<file path="src/rtl/log_binned_histogram_macros.svh">
// Assertion macros for the log-binned histogram.
// Used by the top level; relies on the signals clock and reset in the including scope.
`ifndef LOG_BINNED_HISTOGRAM_MACROS_SVH
`define LOG_BINNED_HISTOGRAM_MACROS_SVH

// The consequent must hold in the same cycle as the antecedent.
`define LBH_ASSERT_SAME(label, ante, cons, msg) \
   label: assert property (@(posedge clock) disable iff (reset) (ante) |-> (cons)) \
      else $error(msg);

// The consequent must hold in the cycle after the antecedent.
`define LBH_ASSERT_NEXT(label, ante, cons, msg) \
   label: assert property (@(posedge clock) disable iff (reset) (ante) |=> (cons)) \
      else $error(msg);

`endif

</file>
<file path="src/rtl/lbh_pkg.sv">
// Shared types, constants and helper functions of the log-binned histogram.
// Has no dependencies; every RTL module of the design imports it.
`default_nettype none

package lbh_pkg;

   // Defaults for the top-level parameters.
   localparam int DEF_MAX_BINS   = 1024;
   localparam int DEF_COUNT_BITS = 32;

   // Field widths fixed by the interface.
   localparam int SAMPLE_W  = 32;
   localparam int SEL_W     = 10;
   localparam int OUT_CNT_W = 32;
   localparam int PADDR_W   = 4;
   localparam int PDATA_W   = 32;

   // log10(2) in Q32 and the lowest allowed log_min (-12.0 in Q16).
   localparam logic [30:0]        LOG10_2_Q32   = 31'd1292913987;
   localparam logic signed [20:0] LOG_MIN_FLOOR = -21'sd786432;

   // Register reset values.
   localparam logic signed [20:0] LOG_MIN_RST  = 21'sd0;
   localparam logic [6:0]         BPD_RST      = 7'd10;
   localparam logic [10:0]        NUM_BINS_RST = 11'd10;

   // Input command codes.
   localparam logic CMD_ADD  = 1'b0;
   localparam logic CMD_READ = 1'b1;

   // Normalization runs five halving steps, squaring runs sixteen.
   localparam logic [3:0] NORM_LAST = 4'd4;
   localparam logic [3:0] SQR_LAST  = 4'd15;

   typedef enum logic [1:0] {
      REG_LOG_MIN         = 2'd0,
      REG_BINS_PER_DECADE = 2'd1,
      REG_NUM_BINS        = 2'd2
   } lbh_reg_type;

   typedef struct packed {
      logic signed [20:0] log_min;
      logic [6:0]         bins_per_decade;
      logic [10:0]        num_bins;
   } lbh_cfg_type;

   // Commands from the controller to the datapath.
   typedef struct packed {
      logic       load;    // capture an accepted input item
      logic       clr_wr;  // write zero during the clearing pass
      logic       norm;    // one leading-one normalization step
      logic       sqr;     // one squaring step of the log2 fraction
      logic       logm;    // scale log2 to log10
      logic       diff;    // subtract log_min
      logic       bin;     // scale to a bin number and range check
      logic       fin;     // update the counter and load the result register
      logic [3:0] step;    // step number within norm or sqr
   } lbh_cmd_type;

   // Status from the datapath to the controller.
   typedef struct packed {
      logic clr_last;  // clearing pass is at its last entry
      logic rsp_busy;  // result register holds a result that is not taken
   } lbh_sts_type;

   // Shift width of each normalization step: 16, 8, 4, 2, 1.
   function automatic logic [4:0] norm_shift(input logic [2:0] step);
      logic [4:0] w;
      unique case (step)
         3'd0:    w = 5'd16;
         3'd1:    w = 5'd8;
         3'd2:    w = 5'd4;
         3'd3:    w = 5'd2;
         default: w = 5'd1;
      endcase
      return w;
   endfunction

   // Mask of the top bits tested in each normalization step.
   function automatic logic [31:0] norm_mask(input logic [2:0] step);
      logic [31:0] m;
      unique case (step)
         3'd0:    m = 32'hFFFF_0000;
         3'd1:    m = 32'hFF00_0000;
         3'd2:    m = 32'hF000_0000;
         3'd3:    m = 32'hC000_0000;
         default: m = 32'h8000_0000;
      endcase
      return m;
   endfunction

endpackage

`default_nettype wire

</file>
<file path="src/rtl/lbh_csr.sv">
// Configuration registers of the log-binned histogram behind an APB-style port.
// Depends on lbh_pkg for the register map and the configuration struct.
`default_nettype none

module lbh_csr (
   input  wire logic                          clock,
   input  wire logic                          reset,
   input  wire logic                          csr_psel,
   input  wire logic                          csr_penable,
   input  wire logic                          csr_pwrite,
   input  wire logic [lbh_pkg::PADDR_W-1:0]   csr_paddr,
   input  wire logic [lbh_pkg::PDATA_W-1:0]   csr_pwdata,
   output logic      [lbh_pkg::PDATA_W-1:0]   csr_prdata,
   output logic                               csr_pready,
   output lbh_pkg::lbh_cfg_type               cfg
);
   import lbh_pkg::*;

   lbh_cfg_type cfg_ff, cfg_in;
   lbh_reg_type reg_sel;
   logic        wr_en;

   assign reg_sel    = lbh_reg_type'(csr_paddr[3:2]);
   assign wr_en      = csr_psel & csr_penable & csr_pwrite;
   assign csr_pready = 1'b1;
   assign cfg        = cfg_ff;

   always_comb begin
      cfg_in = cfg_ff;
      if (wr_en) begin
         unique case (reg_sel)
            REG_LOG_MIN:         cfg_in.log_min         = $signed(csr_pwdata[20:0]);
            REG_BINS_PER_DECADE: cfg_in.bins_per_decade = csr_pwdata[6:0];
            REG_NUM_BINS:        cfg_in.num_bins        = csr_pwdata[10:0];
            default:             cfg_in = cfg_ff;
         endcase
      end
   end

   always_comb begin
      unique case (reg_sel)
         REG_LOG_MIN:         csr_prdata = {{11{cfg_ff.log_min[20]}}, cfg_ff.log_min};
         REG_BINS_PER_DECADE: csr_prdata = {25'd0, cfg_ff.bins_per_decade};
         REG_NUM_BINS:        csr_prdata = {21'd0, cfg_ff.num_bins};
         default:             csr_prdata = '0;
      endcase
   end

   always_ff @(posedge clock) begin
      if (reset) begin
         cfg_ff.log_min         <= LOG_MIN_RST;
         cfg_ff.bins_per_decade <= BPD_RST;
         cfg_ff.num_bins        <= NUM_BINS_RST;
      end else begin
         cfg_ff <= cfg_in;
      end
   end

endmodule

`default_nettype wire

</file>
<file path="config.mk">
export PLATFORM = sky130hd
export DESIGN_NAME = lbh_csr
export DESIGN_NICKNAME = d
export VERILOG_FILES = /design/src/rtl/log_binned_histogram_macros.svh /design/src/rtl/lbh_pkg.sv /design/src/rtl/lbh_csr.sv
export SDC_FILE = /design/constraint.sdc
export NUM_CORES = 1
export LEC_CHECK = 0
export BUFFER_PORTS_ARGS = -buffer_cell sky130_fd_sc_hd__clkbuf_2
export CAP_MARGIN = 10
export CORE_MARGIN = 4
export CORE_UTILIZATION = 44
export CTS_CLUSTER_SIZE = 28
export DETAILED_ROUTE_END_ITERATION = 7
export PLACE_DENSITY = 0.88
export SYNTH_ARGS = -nofsm -noshare
export SYNTH_HDL_FRONTEND = slang
export SYNTH_SLANG_ARGS = --single-unit
</file>
<file path="constraint.sdc">
create_clock -name clock -period 1.4 [get_ports clock]
set_input_delay 0.28 -clock clock [delete_from_list [all_inputs] [get_ports clock]]
set_output_delay 0.28 -clock clock [all_outputs]
set_load 0.01 [all_outputs]
</file>
* Yosys cells after proc, flatten, opt, wreduce, memory -nomap -nowiden
Index checks and enable logic that the tools add are counted.
Word-level totals: flip-flop bits (word level) 39, bits of input ports 41, output and inout bits 72, word-level logic and storage cells 12
Operators by class: eq/ne operators 2, mux-type cells 1, bitwise gates (word level) 2, reductions and logical operators 4
Operators by type and width (number):
- one-hot mux 32 bit (3 select lines) | 1
- AND reduction 2 bit | 3
- bitwise AND 1 bit | 2
- == test 2 x 1 -> 1 bit (second input constant) | 1
- == test 2 bit (second input constant) | 1
- logical NOT 2 bit | 1

* Longest topological paths before layout
depth in word-level cells 3, gate-level depth with buffers 5, mapped depth without buffers 3

* Worst setup path before layout
Ideal clock, no wire load.
kind input -> output, start point input port csr_paddr[2] (netlist bit), end point output port csr_prdata[21] (netlist bit), arrival 1.145 ns, required time 1.120 ns, path slack -0.025 ns, stages on the path 4, path buffers 2, path through nor2_1 > clkbuf_1 > and2_1 > buf_4
Between the ends: word-level cells in the longest chain between the ends 2, elaborated cells between the ends (all ways) 4, classes of those cells eq/ne (2); mux (1); reduce/logical (1)
RTL lines:
- start, declared | RTL line lbh_csr.sv:11 | input wire logic [lbh_pkg::PADDR_W-1:0] csr_paddr,
- == test 2 bit, or another cell as far along | RTL line lbh_csr.sv:41 | unique case (reg_sel)
- one-hot mux 32 bit (3 select lines) * | RTL line lbh_csr.sv:41
- end, declared | RTL line lbh_csr.sv:13 | output logic [lbh_pkg::PDATA_W-1:0] csr_prdata,
Mark *: on every way between the ends. The rest lies on a longest branch, timed or not.

* Final worst setup path
start point input port csr_paddr[3] (netlist bit), end point output port csr_prdata[3] (netlist bit)
Same word-level chain as after synthesis.

==> flow_summary.json <==
{
  "hold_class": "in -> reg",
  "nets": 343,
  "grt_max_degree": 63,
  "drv_cap": 0,
  "cts_tree": "done",
  "hold_ws_ns": 0.226,
  "num-fill-cells": 397,
  "max_freq_mhz": 739,
  "initial_core_util": 0.460,
  "fin_ws_ns": 0.0472,
  "clk_latency_ns": 0.28,
  "drtAntennaViolNets": 0,
  "syn2layout_area_growth_pct": 31.8,
  "p_leak_nw": 1.34,
  "via_per_inst": 4.78,
  "wire_per_inst_um": 13.3,
  "peakVddDrop_mv": 0.618,
  "maxSlewViolCount": 0,
  "rsz0062_at_grt": "true",
  "clockRootBuffer": "clkbuf_8",
  "syn-cell-area_um2": 2020,
  "grt_pass1_wl_mm": 7.53,
  "yosysUniqueCellTypes": 17,
  "drive_gt1_frac": 0.406,
  "final_cell_area_um2": 2660,
  "cts_hold_buf": 0,
  "cp.arrival_ns": 1.07,
  "drt-initial-drc-count": 27,
  "diodes": 0,
  "synth_seq_area_share": 0.387,
  "first_pass_iters": 4,
  "numCtsBuffers": 5,
  "cp.required_ns": 1.12,
  "clk_path_buf_depth": 2,
  "wl_mm": 4.73,
  "boundaryPins": 113,
  "die-area_um2": 5730,
  "die_w_um": 75.7,
  "gp_congestion": 0.716,
  "numClockSinks": 39,
  "layout_commonest_cell": "clkbuf_2",
  "setup_tns_ns": 0,
  "yosysWarnings": 0,
  "track_usage": 0.176,
  "drc": 0,
  "core-area_um2": 4380,
  "largest_reg_flops": 39,
  "htree_levels": 2,
  "globalRoute.totalOverflow": 0,
  "antenna_found_initial": 0,
  "synth_area_per_cell_um2": 9.46,
  "powerDensity_nw_per_um2": 887,
  "fin_skew_ns": 0,
  "final_cell_mix": "clkbuf_2, nand2b_1, mux2i_1",
  "endpoint_kind": "primary output",
  "clk_pin_slew_worst_paths_ns": 0.08,
  "period_minus_slack_ns": 1.35,
  "postSynthCellCount": 213,
  "synth_nets": 254,
  "path_max_fanout": 7,
  "fp-row-count": 24,
  "dpl_cell_area_um2": 2520,
  "critical_path_class": "in -> out",
  "finalHoldViolations": 0,
  "finalCritPeriodShare": 0.966,
  "hpwlAfterDp_mm": 3.52,
  "start_kind": "primary input",
  "status": "complete, no violations",
  "grt_pass1_vias": 1623,
  "final-setup-viol-count": 0,
  "port_buffers": 98,
  "die_h_um": 75.7,
  "dp_slack_ns": -0.0286,
  "vias": 1697,
  "synth_seq_cells": 39
}
[routing by layer]
metal	share of wire	GRT usage	routed length (um)
met1	0.41	0.211	1930
met2	0.48	0.301	2270
met3	0.10	0.0620	486
met4	0.0093	0.0408	44
met5	0	0	0
[final timing paths]
path                                              to  depth (start not counted)            startpoint  slack (ns)
worst max-delay path                   csr_prdata[3]                          5          csr_paddr[3]        0.05
worst min-delay path            cfg[31]$_SDFFE_PP0P_                          3        csr_pwdata[13]        0.23
worst max register to register   cfg[6]$_SDFFE_PP0P_                          2   cfg[6]$_SDFFE_PP0P_        0.77
worst min register to register  cfg[33]$_SDFFE_PP0P_                          2  cfg[33]$_SDFFE_PP0P_        0.48
[cell usage after synthesis]
library cell	count	area share
o21ai_1	6	0.015
nand2_1	7	0.013
nor2b_1	2	0.0062
clkbuf_1	9	0.017
o21ai_0	1	0.0025
nand4_1	1	0.0031
buf_4	12	0.045
nand2b_1	56	0.17
conb_1	1	0.0019
buf_6	2	0.011
and2_1	10	0.031
nor2_1	11	0.020
dfxtp_1	39	0.39
and4_1	1	0.0043
nand4_4	1	0.011
buf_2	4	0.0099
mux2i_1	50	0.25
[final cells by class]
type                    count  area (um2)  share of cell area
clock buffers               6        82.6              0.0311
clock inverters             2        35.0              0.0132
multi-input cells         148        1080               0.408
flip-flops and latches     39         783               0.295
well taps                  52        65.1              0.0245
repair buffers            108         607               0.228
[kinds of logic after synthesis]
| family | Yosys count | synth area share |
|---|---|---|
| AO/OA/AOI/OAI | 7 | 0.0174 |
| multiplexers | 50 | 0.248 |
| flip-flops | 39 | 0.387 |
| other | 1 | 0.00186 |
| buffers and inverters | 27 | 0.0826 |
| AND/OR/NAND/NOR | 89 | 0.263 |
[where the power goes]
part / total, mW / internal, mW / switching, mW
logic: 0.246 / 0.124 / 0.122
clock network: 0.975 / 0.577 / 0.398
registers: 1.13 / 1.12 / 0.0109
[worst max-delay path, cell delays in order]
cell	delay, ns
clkbuf_2	0.17
buf_6	0.18
mux2i_1	0.19
o21ai_0	0.10
buf_2	0.15
[through the flow]
stage	instances	utilization	power [mW]
global route	355	0.606	2.46
global placement	346	0.574	1.40
detailed placement	346	0.574	1.41
floorplan	213	-	1.30
CTS	354	0.602	2.39
finish	355	0.606	2.36
[repair_timing]
action / in CTS / in global routing
buffers inserted: 0 / 0
gates resized for setup: 1 / 6
endpoints found under the setup margin: 12 / 19
cloned: 0 / 1
Note: power is estimated with default switching activity, not from simulation.
