<file path="src/rtl/log_binned_histogram_macros.svh">
// Assertion macros for the log-binned histogram.
// Used by the top level; relies on the signals clock and reset in the including scope.
`ifndef LOG_BINNED_HISTOGRAM_MACROS_SVH
`define LOG_BINNED_HISTOGRAM_MACROS_SVH

// The consequent must hold in the same cycle as the antecedent.
`define LBH_ASSERT_SAME(label, ante, cons, msg) \
   label: assert property (@(posedge clock) disable iff (reset) (ante) |-> (cons)) \
      else $error(msg);

// The consequent must hold in the cycle after the antecedent.
`define LBH_ASSERT_NEXT(label, ante, cons, msg) \
   label: assert property (@(posedge clock) disable iff (reset) (ante) |=> (cons)) \
      else $error(msg);

`endif

</file>
<file path="src/rtl/lbh_pkg.sv">
// Shared types, constants and helper functions of the log-binned histogram.
// Has no dependencies; every RTL module of the design imports it.
`default_nettype none

package lbh_pkg;

   // Defaults for the top-level parameters.
   localparam int DEF_MAX_BINS   = 1024;
   localparam int DEF_COUNT_BITS = 32;

   // Field widths fixed by the interface.
   localparam int SAMPLE_W  = 32;
   localparam int SEL_W     = 10;
   localparam int OUT_CNT_W = 32;
   localparam int PADDR_W   = 4;
   localparam int PDATA_W   = 32;

   // log10(2) in Q32 and the lowest allowed log_min (-12.0 in Q16).
   localparam logic [30:0]        LOG10_2_Q32   = 31'd1292913987;
   localparam logic signed [20:0] LOG_MIN_FLOOR = -21'sd786432;

   // Register reset values.
   localparam logic signed [20:0] LOG_MIN_RST  = 21'sd0;
   localparam logic [6:0]         BPD_RST      = 7'd10;
   localparam logic [10:0]        NUM_BINS_RST = 11'd10;

   // Input command codes.
   localparam logic CMD_ADD  = 1'b0;
   localparam logic CMD_READ = 1'b1;

   // Normalization runs five halving steps, squaring runs sixteen.
   localparam logic [3:0] NORM_LAST = 4'd4;
   localparam logic [3:0] SQR_LAST  = 4'd15;

   typedef enum logic [1:0] {
      REG_LOG_MIN         = 2'd0,
      REG_BINS_PER_DECADE = 2'd1,
      REG_NUM_BINS        = 2'd2
   } lbh_reg_type;

   typedef struct packed {
      logic signed [20:0] log_min;
      logic [6:0]         bins_per_decade;
      logic [10:0]        num_bins;
   } lbh_cfg_type;

   // Commands from the controller to the datapath.
   typedef struct packed {
      logic       load;    // capture an accepted input item
      logic       clr_wr;  // write zero during the clearing pass
      logic       norm;    // one leading-one normalization step
      logic       sqr;     // one squaring step of the log2 fraction
      logic       logm;    // scale log2 to log10
      logic       diff;    // subtract log_min
      logic       bin;     // scale to a bin number and range check
      logic       fin;     // update the counter and load the result register
      logic [3:0] step;    // step number within norm or sqr
   } lbh_cmd_type;

   // Status from the datapath to the controller.
   typedef struct packed {
      logic clr_last;  // clearing pass is at its last entry
      logic rsp_busy;  // result register holds a result that is not taken
   } lbh_sts_type;

   // Shift width of each normalization step: 16, 8, 4, 2, 1.
   function automatic logic [4:0] norm_shift(input logic [2:0] step);
      logic [4:0] w;
      unique case (step)
         3'd0:    w = 5'd16;
         3'd1:    w = 5'd8;
         3'd2:    w = 5'd4;
         3'd3:    w = 5'd2;
         default: w = 5'd1;
      endcase
      return w;
   endfunction

   // Mask of the top bits tested in each normalization step.
   function automatic logic [31:0] norm_mask(input logic [2:0] step);
      logic [31:0] m;
      unique case (step)
         3'd0:    m = 32'hFFFF_0000;
         3'd1:    m = 32'hFF00_0000;
         3'd2:    m = 32'hF000_0000;
         3'd3:    m = 32'hC000_0000;
         default: m = 32'h8000_0000;
      endcase
      return m;
   endfunction

endpackage

`default_nettype wire

</file>
<file path="src/rtl/lbh_ctrl.sv">
// Controller state machine of the log-binned histogram.
// Depends on lbh_pkg for the command and status structs.
`default_nettype none

module lbh_ctrl (
   input  wire logic                  clock,
   input  wire logic                  reset,
   input  wire logic                  req_valid,
   input  wire logic                  req_command,
   output logic                       req_ready,
   input  wire lbh_pkg::lbh_sts_type  sts,
   output lbh_pkg::lbh_cmd_type       cmd
);
   import lbh_pkg::*;

   typedef enum logic [8:0] {
      ST_CLEAR = 9'b000000001,
      ST_IDLE  = 9'b000000010,
      ST_NORM  = 9'b000000100,
      ST_SQR   = 9'b000001000,
      ST_LOG   = 9'b000010000,
      ST_DIFF  = 9'b000100000,
      ST_BIN   = 9'b001000000,
      ST_RD    = 9'b010000000,
      ST_UPD   = 9'b100000000
   } lbh_state_type;

   lbh_state_type state_ff, state_in;
   logic [3:0]    step_ff, step_in;

   assign req_ready = (state_ff == ST_IDLE);

   always_comb begin
      state_in = state_ff;
      step_in  = step_ff;
      cmd      = '0;
      cmd.step = step_ff;
      unique case (state_ff)
         ST_CLEAR: begin
            cmd.clr_wr = 1'b1;
            if (sts.clr_last) begin
               state_in = ST_IDLE;
            end
         end
         ST_IDLE: begin
            step_in = '0;
            if (req_valid) begin
               cmd.load = 1'b1;
               state_in = (req_command == CMD_READ) ? ST_RD : ST_NORM;
            end
         end
         ST_NORM: begin
            cmd.norm = 1'b1;
            if (step_ff == NORM_LAST) begin
               step_in  = '0;
               state_in = ST_SQR;
            end else begin
               step_in = step_ff + 4'd1;
            end
         end
         ST_SQR: begin
            cmd.sqr = 1'b1;
            step_in = step_ff + 4'd1;
            if (step_ff == SQR_LAST) begin
               state_in = ST_LOG;
            end
         end
         ST_LOG: begin
            cmd.logm = 1'b1;
            state_in = ST_DIFF;
         end
         ST_DIFF: begin
            cmd.diff = 1'b1;
            state_in = ST_BIN;
         end
         ST_BIN: begin
            cmd.bin  = 1'b1;
            state_in = ST_RD;
         end
         ST_RD: begin
            state_in = ST_UPD;
         end
         ST_UPD: begin
            if (!sts.rsp_busy) begin
               cmd.fin  = 1'b1;
               state_in = ST_IDLE;
            end
         end
         default: begin
            state_in = ST_IDLE;
         end
      endcase
   end

   always_ff @(posedge clock) begin
      if (reset) begin
         state_ff <= ST_CLEAR;
         step_ff  <= '0;
      end else begin
         state_ff <= state_in;
         step_ff  <= step_in;
      end
   end

endmodule

`default_nettype wire

</file>
<file path="config.mk">
export PLATFORM = sky130hd
export DESIGN_NAME = lbh_ctrl
export DESIGN_NICKNAME = d
export VERILOG_FILES = /design/src/rtl/log_binned_histogram_macros.svh /design/src/rtl/lbh_pkg.sv /design/src/rtl/lbh_ctrl.sv
export SDC_FILE = /design/constraint.sdc
export NUM_CORES = 1
export LEC_CHECK = 0
export ABC_CLOCK_PERIOD_IN_PS = 1850
export BUFFER_PORTS_ARGS = -buffer_cell sky130_fd_sc_hd__buf_2
export CORE_AREA = 8 8 51 53
export CTS_CLUSTER_SIZE = 30
export DETAILED_ROUTE_END_ITERATION = 10
export DIE_AREA = 0 0 59 61
export GPL_ROUTABILITY_DRIVEN = 0
export GPL_TIMING_DRIVEN = 0
export PLACE_DENSITY = 0.75
export SLEW_MARGIN = 20
export SYNTH_ARGS = -nofsm -noshare
export SYNTH_HDL_FRONTEND = slang
export SYNTH_SLANG_ARGS = --single-unit
export TNS_END_PERCENT = 20
</file>
<file path="constraint.sdc">
create_clock -name clock -period 1.85 [get_ports clock]
set_input_delay 0.185 -clock clock [delete_from_list [all_inputs] [get_ports clock]]
set_output_delay 0.185 -clock clock [all_outputs]
set_load 0.005 [all_outputs]
</file>
## Yosys cells after proc, flatten, opt, wreduce, memory -nomap -nowiden

Index checks and enable logic that the tools add are counted.

- Register bits after elaboration: 13
- Latch bits: 0
- Memory bits (writable): 0
- Bits in read-only memories: 0
- Output and inout bits: 13
- Word-level logic and storage cells: 40
- Memories kept: 0

- Add/sub/neg operators: 1
- $mul: 0
- Divide/modulo/power cells: 0
- Magnitude comparators: 0
- Eq/ne operators: 16
- Shifts and indexed selects: 0
- Muxes and demuxes: 19
- Bitwise operators: 0
- Reduce and logical (&&, ||, !) cells: 2

Operator list:

| operator | number |
|---|---|
| $pmux W9 S9 | 1 |
| $mux W9 | 5 |
| $pmux W4 S3 | 1 |
| $mux W1 | 10 |
| $ne A2 B2 Y1 const B | 5 |
| $eq A9 B1 Y1 const B | 1 |
| $eq A9 B2 Y1 const B | 1 |
| $eq A9 B3 Y1 const B | 1 |
| $eq A9 B4 Y1 const B | 1 |
| $eq A9 B5 Y1 const B | 1 |
| $eq A9 B6 Y1 const B | 1 |
| $eq A9 B7 Y1 const B | 1 |
| $eq A9 B8 Y1 const B | 1 |
| $eq A9 B9 Y1 const B | 1 |
| $mux W8 | 1 |
| $reduce_and A5 Y1 | 1 |
| $add A4 B1 Y4 const B | 1 |
| $eq A4 B3 Y1 const B | 1 |
| $eq A4 B4 Y1 const B | 1 |
| $mux W4 | 1 |
| $reduce_bool A3 Y1 | 1 |

## Depth between registers and ports, before layout

- Depth after elaboration: 3
- Gate-level depth with buffers: 6
- Mapped depth without buffers: 6

## Worst setup path before layout

No wires, ideal clock.

- Path kind: flip-flop to flip-flop
- Start point: register step_ff[0]
- End point: register state_ff[1]
- Setup time: 0.120 ns
- Arrival: 1.479 ns
- Required time: 1.730 ns
- Path slack: 0.252 ns
- Cell stages (with the launch flop): 7
- Cells stage by stage: dfxtp_1 > inv_1 > ha_1 > nand3b_1 > a311oi_1 > nor3_2 > o31a_1

- Longest elaborated chain between the ends: 3
- Elaborated cells on any way between the ends: 5

RTL lines:

| item | line | text |
|---|---|---|
| start, declared | lbh_ctrl.sv:29 | `logic [3:0] step_ff, step_in;` |
| start signal, assigned | lbh_ctrl.sv:101 | `step_ff <= step_in;` |
| $eq A4 B4 Y1 or $eq A4 B3 Y1 (tied branches) | lbh_ctrl.sv:64, lbh_ctrl.sv:54 |  |
| $ne A2 B2 Y1 (no source line) | - |  |
| $reduce_and A5 Y1 (no source line) * | - |  |
| end signal, assigned | lbh_ctrl.sv:100 | `state_ff <= state_in;` |
| end, declared | lbh_ctrl.sv:28 | `lbh_state_type state_ff, state_in;` |

Every way passes the cells marked *; elsewhere a longest branch is shown, timed or not.
A chain may end at the register's enable or synchronous reset.

==> impl_metrics.csv <==
group,metric,value,unit
global_routing,globalRouteTotalUtil,14.8,%
synthesis,synth_top_area_cell,"sky130_fd_sc_hd__dfxtp_1",
critical_path,path_class,"reg2out",
sta,timing.max_slew.rel_slack,70.2,%
critical_path,cp_data_required_time,1.66,ns
sta,minimum_clock_period_after_layout,1.83,ns
placement,dp_hpwl,1840,um
finish,antenna_cells,0,
critical_path,crit_path_start,"state_ff[4]",
synthesis,portion_of_synthesized_cell_area_occupied_by_the_leading_cell_type,28.5,%
route,route.detailed.vias_per_inst,6.00,
critical_path,crit-reg2reg-launch,"state_ff[4]",
synthesis,synth_adder_area_share,2.74,%
global_routing,grt_first_pass_wirelength,4240,um
flow_run,drv_cap,0,
synthesis,synth-compound-area-share,21.6,%
placement,dp_cells,155,
synthesis,syn_avg_cell_area,8.30,um2
synthesis,synth_edf_count,0,
critical_path,worstPathMaxFanout,5,
power,irDropWorstVdd,0.406,mV
floorplan,pin_count,19,
route,first_pass_iters,4,
floorplan,die-area,3600,um2
finish,layoutNonFillerInstCount,166,
critical_path,cpPeakStageDelay,0.36,ns
synthesis,post_synth_mux_area_share,0,%
critical_path,crit_path_start_kind,"flip-flop",
placement,buffer_ports.inserted,18,
cts,postCtsHoldBufs,0,
synthesis,postSynthNetCount,118,
sta,layout_worst_path_cycle_share,99.0,%
cts,tritoncts_clock_tree,"done",
sta,hold-worst-slack,0.162,ns
floorplan,die-width,59,um
floorplan,die_h,61,um
synthesis,main_combinational_cell_family_by_area_after_synthesis,"simple AND/OR/NAND/NOR gates",
cts,clock_sink_count,13,
cts,max-clock-path-buffers,2,
finish,area_growth_syn_to_layout,27.1,%
route,post-route-drc-count,0,
sta,timing.fmax,0.546,GHz
sta,worst_slew_pin_slew,0.440,ns
synthesis,post_synthesis_simple_gate_area_fraction,39.6,%
synthesis,synth.yosys.seq_area_share,28.5,%
cts,ctsRootBufferMaster,"sky130_fd_sc_hd__clkbuf_4",
synthesis,ys_types,44,
route,first_iter_violations,20,
synthesis,synth-main-ff-cell,"sky130_fd_sc_hd__dfxtp_1",
critical_path,sum_of_buffers_and_inverters_on_the_critical_path,2,
cts,clkTransAtPathRegs,0.08,ns
synthesis,netlist_top_cells_area,"sky130_fd_sc_hd__dfxtp_1 (28%), sky130_fd_sc_hd__nor4b_1 (6.7%), sky130_fd_sc_hd__a21oi_1 (4.9%)",
global_routing,grt_antenna_before_repair,0,
route,drt.antenna.violating_nets,0,
status,outcome,"finished clean",
critical_path,cp.arrival,1.65,ns
floorplan,placementRows,16,
synthesis,synth_xor_area_share,1.92,%
power,power_density,534,nW/um2
cts,htree_num_levels,1,
cts,worstSkewPairLatency,0.28,ns
synthesis,ys_ff_latch,13,
floorplan,core_outline_area,1840,um2
power,power.leakage,0.000489,uW
route,wl_per_cell,15.2,um
synthesis,synthesis.area,913,um2
critical_path,crit_path_cell_trace,"nor4_4 > buf_4 > and4_2 > and2_1 > buf_2",
synthesis,number_of_warnings_printed_during_yosys_synthesis,0,
finish,nFillCells,171,
global_routing,grt_start_max_net_pins,11,
critical_path,worst_path_max_delay_cell,"sky130_fd_sc_hd__dfxtp_4",
sta,finalSetupViolations,0,
sta,max_slew_violation_count,0,
global_routing,grt_remaining_overflow,0,
sta,clock_skew,0.00102,ns
finish,final_net_count,148,
route,routed_wire_length,2530,um
synthesis,synth_cells,110,
min_path,hold_path_startpoint,"reset",
critical_path,cp-end-kind,"output port",
min_path,hold_class,"in2reg",
finish,final_layout_size_suffix_gt1_share,34.5,%
sta,finalHoldViolations,0,
critical_path,path_delay_family,"simple AND/OR/NAND/NOR gates",
cts,number_of_buffers_created_by_cts,3,
synthesis,synth_most_common_cell,"sky130_fd_sc_hd__dfxtp_1",
floorplan,start_util,49.6,%
sta,setup_repair_after_global_routing_missed_its_margin,"yes",
synthesis,synth-async-reset-ratio,0,%
global_routing,first_global_vias,936,
synthesis,synth.top_cells.by_count,"sky130_fd_sc_hd__dfxtp_1 (13), sky130_fd_sc_hd__a21oi_1 (9), sky130_fd_sc_hd__nand3_1 (7), sky130_fd_sc_hd__nor2_1 (7), sky130_fd_sc_hd__nor4b_1 (7)",
route,dr_total_vias,996,
-- routing by layer --
layer,global-route usage [%],wire (um),up-vias
met5,0,0,-
met4,6.48,55,0
met3,2.75,155,8
met2,26.0,1190,36
met1,17.2,1130,475
li1,-,-,477
-- final cells by class --
class	instances	area, um2	area share (%)
timing repair buffer	25	146	12.6
clock buffer	4	26.3	2.26
sequential	13	267	23.0
multi-input combinational	86	629	54.2
tap	27	33.8	2.91
inverter	6	22.5	1.94
buffer	5	36.3	3.13
-- path summary, 6_finish.rpt --
check	cells past startpoint	slack (ns)	end
worst max-delay path	5	0.02	cmd[11]
worst min-delay path	2	0.16	step_ff[2]
worst max register to register	6	0.09	step_ff[3]
worst min register to register	2	0.54	step_ff[3]
-- metrics by stage --
step / instance area, um2 / setup WS [ns] / util, % / total power, uW / TNS, ns
detailed placement: 1040 / -0.0488 / 56.3 / 433 / -0.0570
floorplan: 913 / 0.252 / - / 393 / 0
CTS: 1120 / -0.0199 / 60.9 / 617 / -0.0199
global placement: 1040 / -0.0420 / 56.3 / 429 / -0.0420
global route: 1160 / -0.0501 / 63.0 / 648 / -0.121
finish: 1160 / 0.0188 / 63.0 / 620 / 0
-- placed cells by master (no fill, tap or decap), drive strengths merged, types with 3 or more instances in the layout --
cell type,n
a21oi,9
o21ai,5
and4,3
nand2,5
nor2,7
and2,3
buf,29
nor4b,7
inv,6
nor2b,4
nand2b,3
clkbuf,5
dfxtp,13
nand3,7
-- flip-flops by register name (all words and copies together), names as in the netlist --
| name | flops |
|---|---|
| state_ff | 9 |
| step_ff | 4 |
-- worst reg2reg max path: stages, from the launching register on --
cell and delay, ns:
sky130_fd_sc_hd__dfxtp_4 0.36, sky130_fd_sc_hd__nor4_4 0.31, sky130_fd_sc_hd__buf_4 0.16, sky130_fd_sc_hd__buf_4 0.10, sky130_fd_sc_hd__o2111ai_2 0.14, sky130_fd_sc_hd__or4_1 0.50
sky130_fd_sc_hd__a21oi_1 0.14
-- cells by family (layout without fill, tap and decap cells) --
family	Yosys count	in the layout
compound gates	28	28
flops	13	13
xor+xnor	2	2
simple gates	54	54
fa+ha+maj	2	2
buf+inv	11	40
-- report_power, final --
group | total, uW | internal, uW | leakage [uW] | switching [uW]
Combinational | 144 | 63.5 | 0.000367 | 80.8
Clock | 179 | 83.7 | 0.0000150 | 95.3
Sequential | 296 | 287 | 0.000107 | 9.44
-- timing repair --
item / 4_1_cts / 5_1_grt
buffers inserted: 5 / 2
resized for setup: 5 / 9
pin swaps: 2 / 2
endpoints found under the hold margin: 0 / 0
endpoints found under the setup margin: 9 / 12
No activity file was read; power rests on OpenSTA's default activity.
